**src/sv/fspa_pkg.sv**
```systemverilog
// ----------------------------------------------------------------------------
// Slot pool allocator package
// Pool geometry, field widths, status codes and transaction payload types.
// ----------------------------------------------------------------------------
package fspa_pkg;

  // Pool geometry; SLOT_BYTES must be a power of two (1 to 4096)
  localparam int SLOT_COUNT = 16;
  localparam int SLOT_BYTES = 64;

  localparam int SLOT_SHIFT = $clog2(SLOT_BYTES);
  localparam int IDX_W      = (SLOT_COUNT > 1) ? $clog2(SLOT_COUNT) : 1;
  localparam int CNT_W      = $clog2(SLOT_COUNT + 1);

  // Field widths
  localparam int OFFSET_W     = 32;
  localparam int STATUS_W     = 3;
  localparam int SLOT_INDEX_W = 4;
  localparam int FREE_COUNT_W = 5;

  localparam logic [OFFSET_W-1:0] POOL_BYTES = OFFSET_W'(SLOT_COUNT * SLOT_BYTES);
  localparam logic [OFFSET_W-1:0] ALIGN_MASK = OFFSET_W'(SLOT_BYTES - 1);

  // Request actions
  typedef enum logic {
    ACT_ALLOC = 1'b0,
    ACT_FREE  = 1'b1
  } action_t;

  // Result status codes
  typedef enum logic [STATUS_W-1:0] {
    ST_OK         = 3'd0,
    ST_FULL       = 3'd1,
    ST_MISALIGNED = 3'd2,
    ST_NULL       = 3'd3,
    ST_OUTSIDE    = 3'd4
  } status_t;

  typedef struct packed {
    action_t                     action;
    logic                        free_null;
    logic signed [OFFSET_W-1:0]  free_offset;
  } req_t;

  typedef struct packed {
    status_t                     status;
    logic [SLOT_INDEX_W-1:0]     slot_index;
    logic [FREE_COUNT_W-1:0]     free_count;
  } rsp_t;

endpackage

```
**src/sv/fspa_req_if.sv**
```systemverilog
// ----------------------------------------------------------------------------
// Slot pool request channel
// Valid/ready channel carrying allocate and free requests.
// ----------------------------------------------------------------------------
interface fspa_req_if;
  import fspa_pkg::*;

  logic valid;
  logic ready;
  req_t data;

  modport source (output valid, output data, input ready);
  modport sink (input valid, input data, output ready);
  modport monitor (input valid, input data, input ready);
endinterface

```
**src/sv/fspa_rsp_if.sv**
```systemverilog
// ----------------------------------------------------------------------------
// Slot pool response channel
// Valid/ready channel carrying one result per request.
// ----------------------------------------------------------------------------
interface fspa_rsp_if;
  import fspa_pkg::*;

  logic valid;
  logic ready;
  rsp_t data;

  modport source (output valid, output data, input ready);
  modport sink (input valid, input data, output ready);
  modport monitor (input valid, input data, input ready);
endinterface

```
**src/sv/fixed_slot_pool_allocator.sv**
```systemverilog
// ----------------------------------------------------------------------------
// Fixed slot pool allocator
// First-fit allocator over a pool of equal slots with a used mark per slot.
// ----------------------------------------------------------------------------
//
//   Channel  Dir  Payload                                  Rule
//   req      in   action, free_null, free_offset           taken on valid & ready
//   rsp      out  status, slot_index, free_count           taken on valid & ready
//
// One transaction per cycle sustained while rsp is ready. The request
// register loads at the accepting edge and the result register loads from
// it when rsp is empty or ready, so the result is on rsp from that register.
// The first-fit encoder and the free counter update are combinational
// between those two registers.
// Synchronous reset marks every slot free and empties both registers.
// A stalled rsp holds the result; req stays ready while the request
// register is empty or can move forward in the same cycle.
// ----------------------------------------------------------------------------
module fixed_slot_pool_allocator (
  input logic         clk,
  input logic         rst,
  fspa_req_if.sink    req,
  fspa_rsp_if.source  rsp
);
  import fspa_pkg::*;

  // Request register
  logic             s1_valid;
  req_t             s1_data;
  logic             s1_adv;

  // Slot state
  logic [SLOT_COUNT-1:0] slot_used;
  logic [SLOT_COUNT-1:0] slot_used_next;
  logic [CNT_W-1:0]      free_cnt;
  logic [CNT_W-1:0]      free_cnt_next;

  // Result register
  logic             out_valid;
  rsp_t             out_data;
  rsp_t             res;

  // Decode helpers
  logic                 alloc_hit;
  logic [IDX_W-1:0]     alloc_idx;
  logic [OFFSET_W-1:0]  off_raw;
  logic [OFFSET_W-1:0]  off_slot;
  logic [IDX_W-1:0]     free_idx;
  logic                 off_outside;
  logic                 off_misaligned;
  logic [IDX_W-1:0]     res_idx;

  // Handshake
  assign s1_adv    = s1_valid && (!out_valid || rsp.ready);
  assign req.ready = !s1_valid || s1_adv;
  assign rsp.valid = out_valid;
  assign rsp.data  = out_data;

  // Lowest-numbered free slot
  always_comb begin
    alloc_hit = 1'b0;
    alloc_idx = '0;
    for (int i = SLOT_COUNT - 1; i >= 0; i--) begin
      if (!slot_used[i]) begin
        alloc_hit = 1'b1;
        alloc_idx = IDX_W'(i);
      end
    end
  end

  // Offset checks; slot size is a power of two so the slot is a shift
  assign off_raw        = $unsigned(s1_data.free_offset);
  assign off_outside    = off_raw[OFFSET_W-1] || (off_raw >= POOL_BYTES);
  assign off_misaligned = (off_raw & ALIGN_MASK) != '0;
  assign off_slot       = off_raw >> SLOT_SHIFT;
  assign free_idx       = off_slot[IDX_W-1:0];

  // Request evaluation and state update
  always_comb begin
    slot_used_next = slot_used;
    free_cnt_next  = free_cnt;
    res_idx        = '0;
    res.status     = ST_OK;
    priority if (s1_data.action == ACT_ALLOC) begin
      if (alloc_hit) begin
        slot_used_next[alloc_idx] = 1'b1;
        free_cnt_next             = free_cnt - CNT_W'(1);
        res_idx                   = alloc_idx;
      end else begin
        res.status = ST_FULL;
      end
    end else if (s1_data.free_null) begin
      res.status = ST_NULL;
    end else if (off_outside) begin
      res.status = ST_OUTSIDE;
    end else if (off_misaligned) begin
      res.status = ST_MISALIGNED;
    end else begin
      // double free is accepted; count only moves if the slot was in use
      slot_used_next[free_idx] = 1'b0;
      if (slot_used[free_idx]) begin
        free_cnt_next = free_cnt + CNT_W'(1);
      end
      res_idx = free_idx;
    end
    res.slot_index = SLOT_INDEX_W'(res_idx);
    res.free_count = FREE_COUNT_W'(free_cnt_next);
  end

  // Control state
  always_ff @(posedge clk) begin
    if (rst) begin
      s1_valid  <= 1'b0;
      out_valid <= 1'b0;
      slot_used <= '0;
      free_cnt  <= CNT_W'(SLOT_COUNT);
    end else begin
      if (req.ready) begin
        s1_valid <= req.valid;
      end
      if (s1_adv) begin
        out_valid <= 1'b1;
        slot_used <= slot_used_next;
        free_cnt  <= free_cnt_next;
      end else if (rsp.ready) begin
        out_valid <= 1'b0;
      end
    end
  end

  // Payload registers
  always_ff @(posedge clk) begin
    if (req.valid && req.ready) begin
      s1_data <= req.data;
    end
    if (s1_adv) begin
      out_data <= res;
    end
  end

endmodule

```
**src/flat_wrapper.sv**
```systemverilog
// flat-port wrapper written by rule: the top's interface ports become plain ports
module fixed_slot_pool_allocator_flat import fspa_pkg::*;
  (clk, rst, req_valid, req_data, req_ready, rsp_valid, rsp_data, rsp_ready);
  fspa_req_if req_i ();
  fspa_rsp_if rsp_i ();
  input logic clk;
  input logic rst;
  input wire logic [$bits(req_i.valid)-1:0] req_valid;
  input wire logic [$bits(req_i.data)-1:0] req_data;
  output wire logic [$bits(req_i.ready)-1:0] req_ready;
  output wire logic [$bits(rsp_i.valid)-1:0] rsp_valid;
  output wire logic [$bits(rsp_i.data)-1:0] rsp_data;
  input wire logic [$bits(rsp_i.ready)-1:0] rsp_ready;
  assign req_i.valid = req_valid;
  assign req_i.data = req_data;
  assign req_ready = req_i.ready;
  assign rsp_valid = rsp_i.valid;
  assign rsp_data = rsp_i.data;
  assign rsp_i.ready = rsp_ready;
  fixed_slot_pool_allocator u_core (.clk(clk), .rst(rst), .req(req_i), .rsp(rsp_i));
endmodule
```
**config.mk**
```make
export PLATFORM = sky130hd
export DESIGN_NAME = fixed_slot_pool_allocator_flat
export DESIGN_NICKNAME = d
export VERILOG_FILES = /design/src/sv/fspa_pkg.sv /design/src/sv/fspa_req_if.sv /design/src/sv/fspa_rsp_if.sv /design/src/sv/fixed_slot_pool_allocator.sv /design/src/flat_wrapper.sv
export SDC_FILE = /design/constraint.sdc
export NUM_CORES = 1
export LEC_CHECK = 0
export ABC_AREA = 1
export BUFFER_PORTS_ARGS = -buffer_cell sky130_fd_sc_hd__buf_2
export CAP_MARGIN = 20
export CORE_MARGIN = 2
export CORE_UTILIZATION = 50
export CTS_BUF_LIST = sky130_fd_sc_hd__clkbuf_2 sky130_fd_sc_hd__clkbuf_4 sky130_fd_sc_hd__clkbuf_8
export CTS_CLUSTER_SIZE = 8
export DETAILED_ROUTE_END_ITERATION = 6
export PLACE_DENSITY = 0.72
export SLEW_MARGIN = 40
export SYNTH_ARGS = -nofsm -noshare
export SYNTH_HDL_FRONTEND = slang
export SYNTH_SLANG_ARGS = --single-unit
```
**constraint.sdc**
```tcl
create_clock -name clk -period 5.3 [get_ports clk]
set_input_delay 0.53 -clock clk [delete_from_list [all_inputs] [get_ports clk]]
set_output_delay 0.53 -clock clk [all_outputs]
set_load 0.02 [all_outputs]
```
==> results of run 1 <==
==> worst register-to-register path: stages, from the launching register on <==
cell	delay, ns
edfxtp_1	0.74
inv_2	0.27
nor2_1	0.25
nand2_2	0.12
nand2_2	0.09
nand2_4	0.13
inv_4	0.16
nand2_4	0.08
nor2_4	0.12
nand2_1	0.06
a21oi_1	0.13
==> per-layer routing <==
| layer | share of wire [%] | up-vias | track usage [%] |
|---|---|---|---|
| met5 | 0 | - | 0 |
| met4 | 2.1 | 0 | 9.09 |
| met3 | 7.4 | 14 | 6.52 |
| met2 | 45 | 95 | 31.4 |
| met1 | 45 | 1177 | 26.7 |
| li1 | - | 1322 | - |
==> cell type report <==
cell class | count | area (µm²) | area share, %
clock buffer | 9 | 124 | 3.27
clock inverter | 7 | 73.8 | 1.95
inverter | 51 | 194 | 5.12
multi-input combinational | 229 | 1200 | 31.7
sequential | 69 | 1840 | 48.6
tap | 77 | 96.3 | 2.54
timing repair buffer | 51 | 255 | 6.74
==> cell families after synthesis <==
| family | after synthesis | share of synthesized area, % |
|---|---|---|
| AOI/OAI and AO/OA | 77 | 12.9 |
| adders and majority gates | 2 | 0.765 |
| xor gates and xnor gates | 3 | 1.49 |
| buffers and inverters | 57 | 6.89 |
| and+or+nand+nor | 147 | 21.6 |
| DFF | 69 | 56.3 |
==> cell usage in the layout, fill, tap and decap left out, types with 3 or more instances in the layout <==
cell	synthesis	final
nand2_1	63	63
buf_2	1	51
edfxtp_1	46	46
inv_1	43	42
a21oi_1	36	36
nor2_1	31	31
dfxtp_1	23	23
o21ai_1	16	16
nand3_1	15	15
o22ai_1	9	9
nand4_1	9	9
clkbuf_8	0	9
inv_2	7	8
nand2_2	8	8
o31ai_1	8	8
o21ai_0	6	6
nor3_1	6	6
nor2_4	4	4
nor2_2	3	3
xor2_2	3	3
clkinvlp_4	0	3
==> flip-flops by register name, summed over array words and instances (netlist names) <==
name	flops
u_core.free_cnt	5
u_core.off_raw	32
u_core.rsp.data	12
u_core.rsp.valid	1
u_core.s1_data	2
u_core.s1_valid	1
u_core.slot_used	16
==> final timing paths <==
check / from / endpoint / slack [ns] / cells past startpoint
worst min-delay path: req_data[14] / u_core.off_raw[14] / 0.35 / 1
worst max register to register: u_core.s1_data[33] / u_core.slot_used[15] / 3.08 / 10
worst min register to register: u_core.rsp.valid / u_core.rsp.valid / 0.51 / 2
worst max-delay path: u_core.s1_data[33] / u_core.slot_used[15] / 3.08 / 10
==> power groups by stage <==
stage	Sequential (µW)	Clock (µW)	Combinational [µW]
finish	615	428	90.9
global route	618	460	102
CTS	616	433	91.0
detailed placement	628	0	90.6
global placement	627	0	89.1
floorplan	632	0	54.0
==> per-stage QoR <==
step | instances | total power [µW] | setup slack (ns)
2_1_floorplan | 355 | 686 | 3.35
3_3_place_gp | 477 | 716 | 3.09
3_5_place_dp | 477 | 718 | 3.01
4_1_cts | 493 | 1140 | 3.11
5_1_grt | 493 | 1180 | 2.81
6_report | 493 | 1130 | 3.08
==> impl_metrics.csv, run 1 <==
group,metric,value,unit
run_status,status,"finished clean",
cts,cts_buffers,9,
cts,postCtsSetupRepairBufs,0,
yosys,syn_nets,395,
floorplanning,fp.dieH,84.9,µm
floorplanning,rows,29,
route,wl_per_cell,13.7,µm
global_route,grt_pass1_vias,2495,
route,viasPerCell,5.29,
worst_hold_path,hold_path.class,"input pin to flip-flop",
timing,tightest_slew,0.653,ns
pwr,pwr-share-clk,37.7,%
yosys,synth_common_cells,"nand2_1, edfxtp_1, inv_1",
cts,hold_buffers,0,
yosys,syn_area,3270,µm²
timing,fin_tns_setup,0,ns
pwr,peakVddDrop,0.254,mV
cts,post_cts_resized,0,
pwr,p_sw,282,µW
floorplanning,die_w,84.9,µm
timing,finClkSkew,0.0107,ns
worst_setup_path,crit_chain,"inv_2 -> nor2_1 -> nand2_2 -> nand2_2 -> nand2_4 -> inv_4 -> nand2_4 -> nor2_4 -> nand2_1 -> a21oi_1",
worst_setup_path,cp.buffers_inverters,2,
pwr,p_per_area,299,nW/µm²
timing,finalSetupViolCount,0,
worst_setup_path,worst_setup_path_end_kind,"flip-flop",
cells_and_area,postLayoutCellArea,3790,µm²
timing,hold_viol_final,0,
floorplanning,start_util,51.5,%
pwr,sequentialPowerShare,54.3,%
cells_and_area,final_util,59.6,%
cts,h-tree-depth,3,
cells_and_area,syn_to_final_growth,15.8,%
worst_setup_path,cp_max_fo,16,
timing,rsz0062_at_grt,"false",
cells_and_area,fillCellCount,553,
cts,cts_root_buf,"clkbuf_8",
pwr,p_leak,0.00150,µW
cts,clk_pin_slew,0.08,ns
floorplanning,dieArea,7200,µm²
yosys,synth-edff-count,46,
yosys,yosysMostFrequentCell,"nand2_1",
worst_setup_path,cpPeakStageDelay,0.74,ns
route,drt-initial-drc-count,190,
timing,drv_slew,0,
global_route,antenna_found_initial,0,
cts,clock_latency,0.35,ns
timing,whs,0.351,ns
global_route,overflow,0,
cells_and_area,drive_above_1_share,24.0,%
yosys,avgSynthCellArea,9.21,µm²
worst_setup_path,cp_data_required_time,5.57,ns
floorplanning,io_pins,52,
yosys,synthArstFlopShare,0,%
global_route,grt_usage,20.4,%
route,drt_pre_antenna_iters,4,
worst_setup_path,crit_arrival,2.49,ns
timing,fin_crit,2.22,ns
worst_setup_path,worstSetupStartpointType,"flip-flop",
yosys,ys_warn_count,0,
yosys,synthDominantCellAreaShare,42.3,%
timing,timing.slew.headroom,56.4,%
global_route,grt_max_degree,35,
placed_design,hpwl,5.13,mm
worst_setup_path,crit_slowest_cell,"edfxtp_1",
yosys,ys_ff_latch,69,
placed_design,place_area,3590,µm²
route,routed_wirelength,6.76,mm
yosys,synthDistinctLibCells,31,
placed_design,gp_congestion,0.978,
global_route,grt_pass1_wl,11.3,mm
cts,cts.sinks,69,
yosys,netlist_instances,355,
timing,fmax,450,MHz
worst_setup_path,path_class,"flip-flop to flip-flop",
pwr,internal_power,852,µW
yosys,synth.yosys.seq_area_share,56.3,%
placed_design,io_buffers,51,
route,vias,2608,
worst_setup_path,path_delay_family,"simple AND/OR/NAND/NOR gates",
pwr,p_sw_share,24.9,%
yosys,yosys-top-cells-area,"edfxtp_1, dfxtp_1, nand2_1",
cts,tritoncts,"done",
route,drc,0,
cells_and_area,antenna_cells,0,
floorplanning,coreArea,6350,µm²
cells_and_area,nets,451,
route,ant_nets,0,
timing,timing.final.crit_share,41.9,%
yosys,ys.flop_type,"edfxtp_1",
cts,clk_path_buf_depth,2,
pwr,pwr-share-comb,8.0,%
flow_run,cap_violations,0,
yosys,synth_top_cell_by_area,"edfxtp_1",
Power figures use the tool's default switching activity.
==> run 2: changes to the inputs <==
--- a/config.mk
+++ b/config.mk
@@ -13,7 +13,7 @@
 export CTS_BUF_LIST = sky130_fd_sc_hd__clkbuf_2 sky130_fd_sc_hd__clkbuf_4 sky130_fd_sc_hd__clkbuf_8
 export CTS_CLUSTER_SIZE = 8
 export DETAILED_ROUTE_END_ITERATION = 6
-export PLACE_DENSITY = 0.72
+export PLACE_DENSITY = 0.75
 export SLEW_MARGIN = 40
 export SYNTH_ARGS = -nofsm -noshare
 export SYNTH_HDL_FRONTEND = slang
==> constraint.sdc (replaced) <==
create_clock -name clk -period 1.9 [get_ports clk]
set_input_delay 0.19 -clock clk [delete_from_list [all_inputs] [get_ports clk]]
set_output_delay 0.19 -clock clk [all_outputs]
set_load 0.02 [all_outputs]
==> impl_metrics.csv, run 2 (synthesis gave the netlist of run 1 again) <==
group,metric,value,unit
run_status,status,"complete, but fails checks",
run_status,violations,"setup timing",
cells_and_area,antenna_cells,0,
pwr,p_sw,905,µW
timing,rsz0062_at_grt,"true",
timing,fmax,484,MHz
placed_design,io_buffers,51,
placed_design,place_area,3740,µm²
worst_setup_path,cp_data_required_time,2.19,ns
cells_and_area,final_cell_mix,"nand2_1, buf_2, edfxtp_1, inv_1, dlygate4sd3_1",
timing,timing.final.crit_share,109,%
cts,clk_pin_slew,0.09,ns
floorplanning,start_util,51.5,%
global_route,grt_pass1_vias,2839,
worst_setup_path,worst_setup_path_end_kind,"flip-flop",
global_route,grt_usage,23.2,%
timing,setup_ws,-0.165,ns
worst_hold_path,hold_path.class,"input pin to flip-flop",
cts,cts_root_buf,"clkbuf_8",
route,drt-initial-drc-count,171,
pwr,p_leak,0.00185,µW
placed_design,place_inst,497,
cells_and_area,postLayoutCellArea,4660,µm²
cts,tritoncts,"done",
route,wl_met1,3.37,mm
route,vias,3004,
pwr,p_per_area,702,nW/µm²
pwr,peakVddDrop,0.742,mV
worst_setup_path,crit_chain,"nor2_1 -> nand2_1 -> nor3_4 -> nand3_2 -> nor2_4 -> nand2_2 -> nand2_4 -> nand2_8 -> clkinv_8 -> nand2_8 -> nor2_4 -> nand2_1 -> a21oi_1",
floorplanning,dieArea,7200,µm²
worst_setup_path,crit_arrival,2.35,ns
timing,timing.slew.headroom,62.3,%
floorplanning,fp.dieH,84.9,µm
pwr,pwr-share-comb,12.4,%
timing,hold_viol_final,0,
placed_design,hpwl,5.09,mm
cts,h-tree-depth,3,
timing,finClkSkew,0.0131,ns
route,drt_pre_antenna_iters,5,
global_route,grt_pass1_wl,12.9,mm
cells_and_area,largest_reg_flops,32,
worst_hold_path,min_path_cells,1,
global_route,antenna_found_initial,0,
timing,tightest_slew,0.565,ns
route,viasPerCell,5.36,
floorplanning,io_pins,52,
pwr,p_sw_share,27.7,%
pwr,totalPowerFinal,3270,µW
cts,clk_path_buf_depth,2,
cells_and_area,syn_to_final_growth,42.5,%
floorplanning,die_w,84.9,µm
placed_design,pre_cts_ws,-0.0451,ns
worst_setup_path,worstSetupStartpointType,"flip-flop",
route,top_layer,"met4",
pwr,sequentialPowerShare,52.5,%
route,drc,0,
cells_and_area,nets,518,
global_route,grt_max_degree,35,
route,wl_met2,4.53,mm
worst_setup_path,cp_max_fo,7,
pwr,internal_power,2370,µW
cells_and_area,mostFrequentLayoutCell,"nand2_1",
worst_setup_path,cpPeakStageDelay,0.40,ns
timing,drv_slew,0,
route,wl_per_cell,15.5,µm
timing,fin_tns_setup,-2.33,ns
floorplanning,rows,29,
cells_and_area,drive_above_1_share,36.9,%
route,routed_wirelength,8.70,mm
global_route,overflow,0,
floorplanning,coreArea,6350,µm²
pwr,pwr-share-clk,35.1,%
cts,cts.sinks,69,
route,ant_nets,0,
cts,cts_buffers,9,
route,dr_wl_met3,552,µm
flow_run,cap_violations,0,
worst_setup_path,crit_slowest_cell,"edfxtp_1",
worst_setup_path,path_class,"flip-flop to flip-flop",
cells_and_area,stdcell_count,560,
placed_design,gp_congestion,0.929,
timing,finalSetupViolCount,25,
timing,fin_crit,2.07,ns
worst_setup_path,r2r_cells,13,
cts,clock_latency,0.37,ns
[run 2: cell count changes in the layout (fill, tap and decap cells not counted), moves of 4 or more]
cell,previous run,this run
nand2_1,63,52
a21oi_2,0,9
nor2_4,4,8
nand3_1,15,11
o21ai_1,16,12
dlygate4sd3_1,0,33
o31ai_1,8,2
nor2_1,31,26
nand3_2,2,6
buf_4,0,28
a21oi_1,36,27
nand2_2,8,17
[run 2: per-stage QoR]
stage          utilization, %  hold WS (ns)
6_report                 73.4        0.0110
5_1_grt                  73.4       0.00187
4_1_cts                  67.2      0.000919
3_5_place_dp             58.9         0.368
3_3_place_gp             58.9         0.366
2_1_floorplan               -         0.289
[run 2: power groups by stage]
stage	logic, µW	registers (µW)	clock network (µW)
after CTS	332	1710	1140
after detailed placement	279	1740	0
after global placement	273	1740	0
final	406	1720	1150
after floorplan	151	1760	0
after global routing	437	1720	1240
[run 2: area by class of cell]
cell class | count | area (µm²)
sequential | 69 | 1840
fill | 394 | 1690
multi-input combinational | 230 | 1460
timing repair buffer | 117 | 865
inverter | 51 | 204
clock buffer | 9 | 124
tap | 77 | 96.3
clock inverter | 7 | 62.6
[run 2: timing repair]
item	CTS	global route
buffers inserted	5	8
pin swaps	6	18
hold buffers	26	7
resized for setup	11	55
cloned	0	1
endpoints found under the setup margin	17	27
endpoints found under the hold margin	26	7
[run 2: path summary, 6_finish.rpt]
kind                                      startpoint              endpoint  slack [ns]
worst max-delay path              u_core.off_raw[12]  u_core.slot_used[15]       -0.17
worst min-delay path                     req_data[9]     u_core.off_raw[9]        0.01
worst max register to register    u_core.off_raw[12]  u_core.slot_used[15]       -0.17
worst min register to register  u_core.slot_used[15]  u_core.slot_used[15]        0.51
[run 2: routing by layer]
metal / GRT usage (%) / up-vias
met5: 0 / -
met2: 39.3 / 141
met3: 7.00 / 23
li1: - / 1461
met1: 27.8 / 1379
met4: 9.52 / 0
[run 2: worst max-delay path: cells and delay by family (launching register included)]
kind / cells / cell delay (ns)
compound gates: 1 / 0.14
buf+inv: 1 / 0.09
flops: 1 / 0.40
simple gates: 11 / 1.34
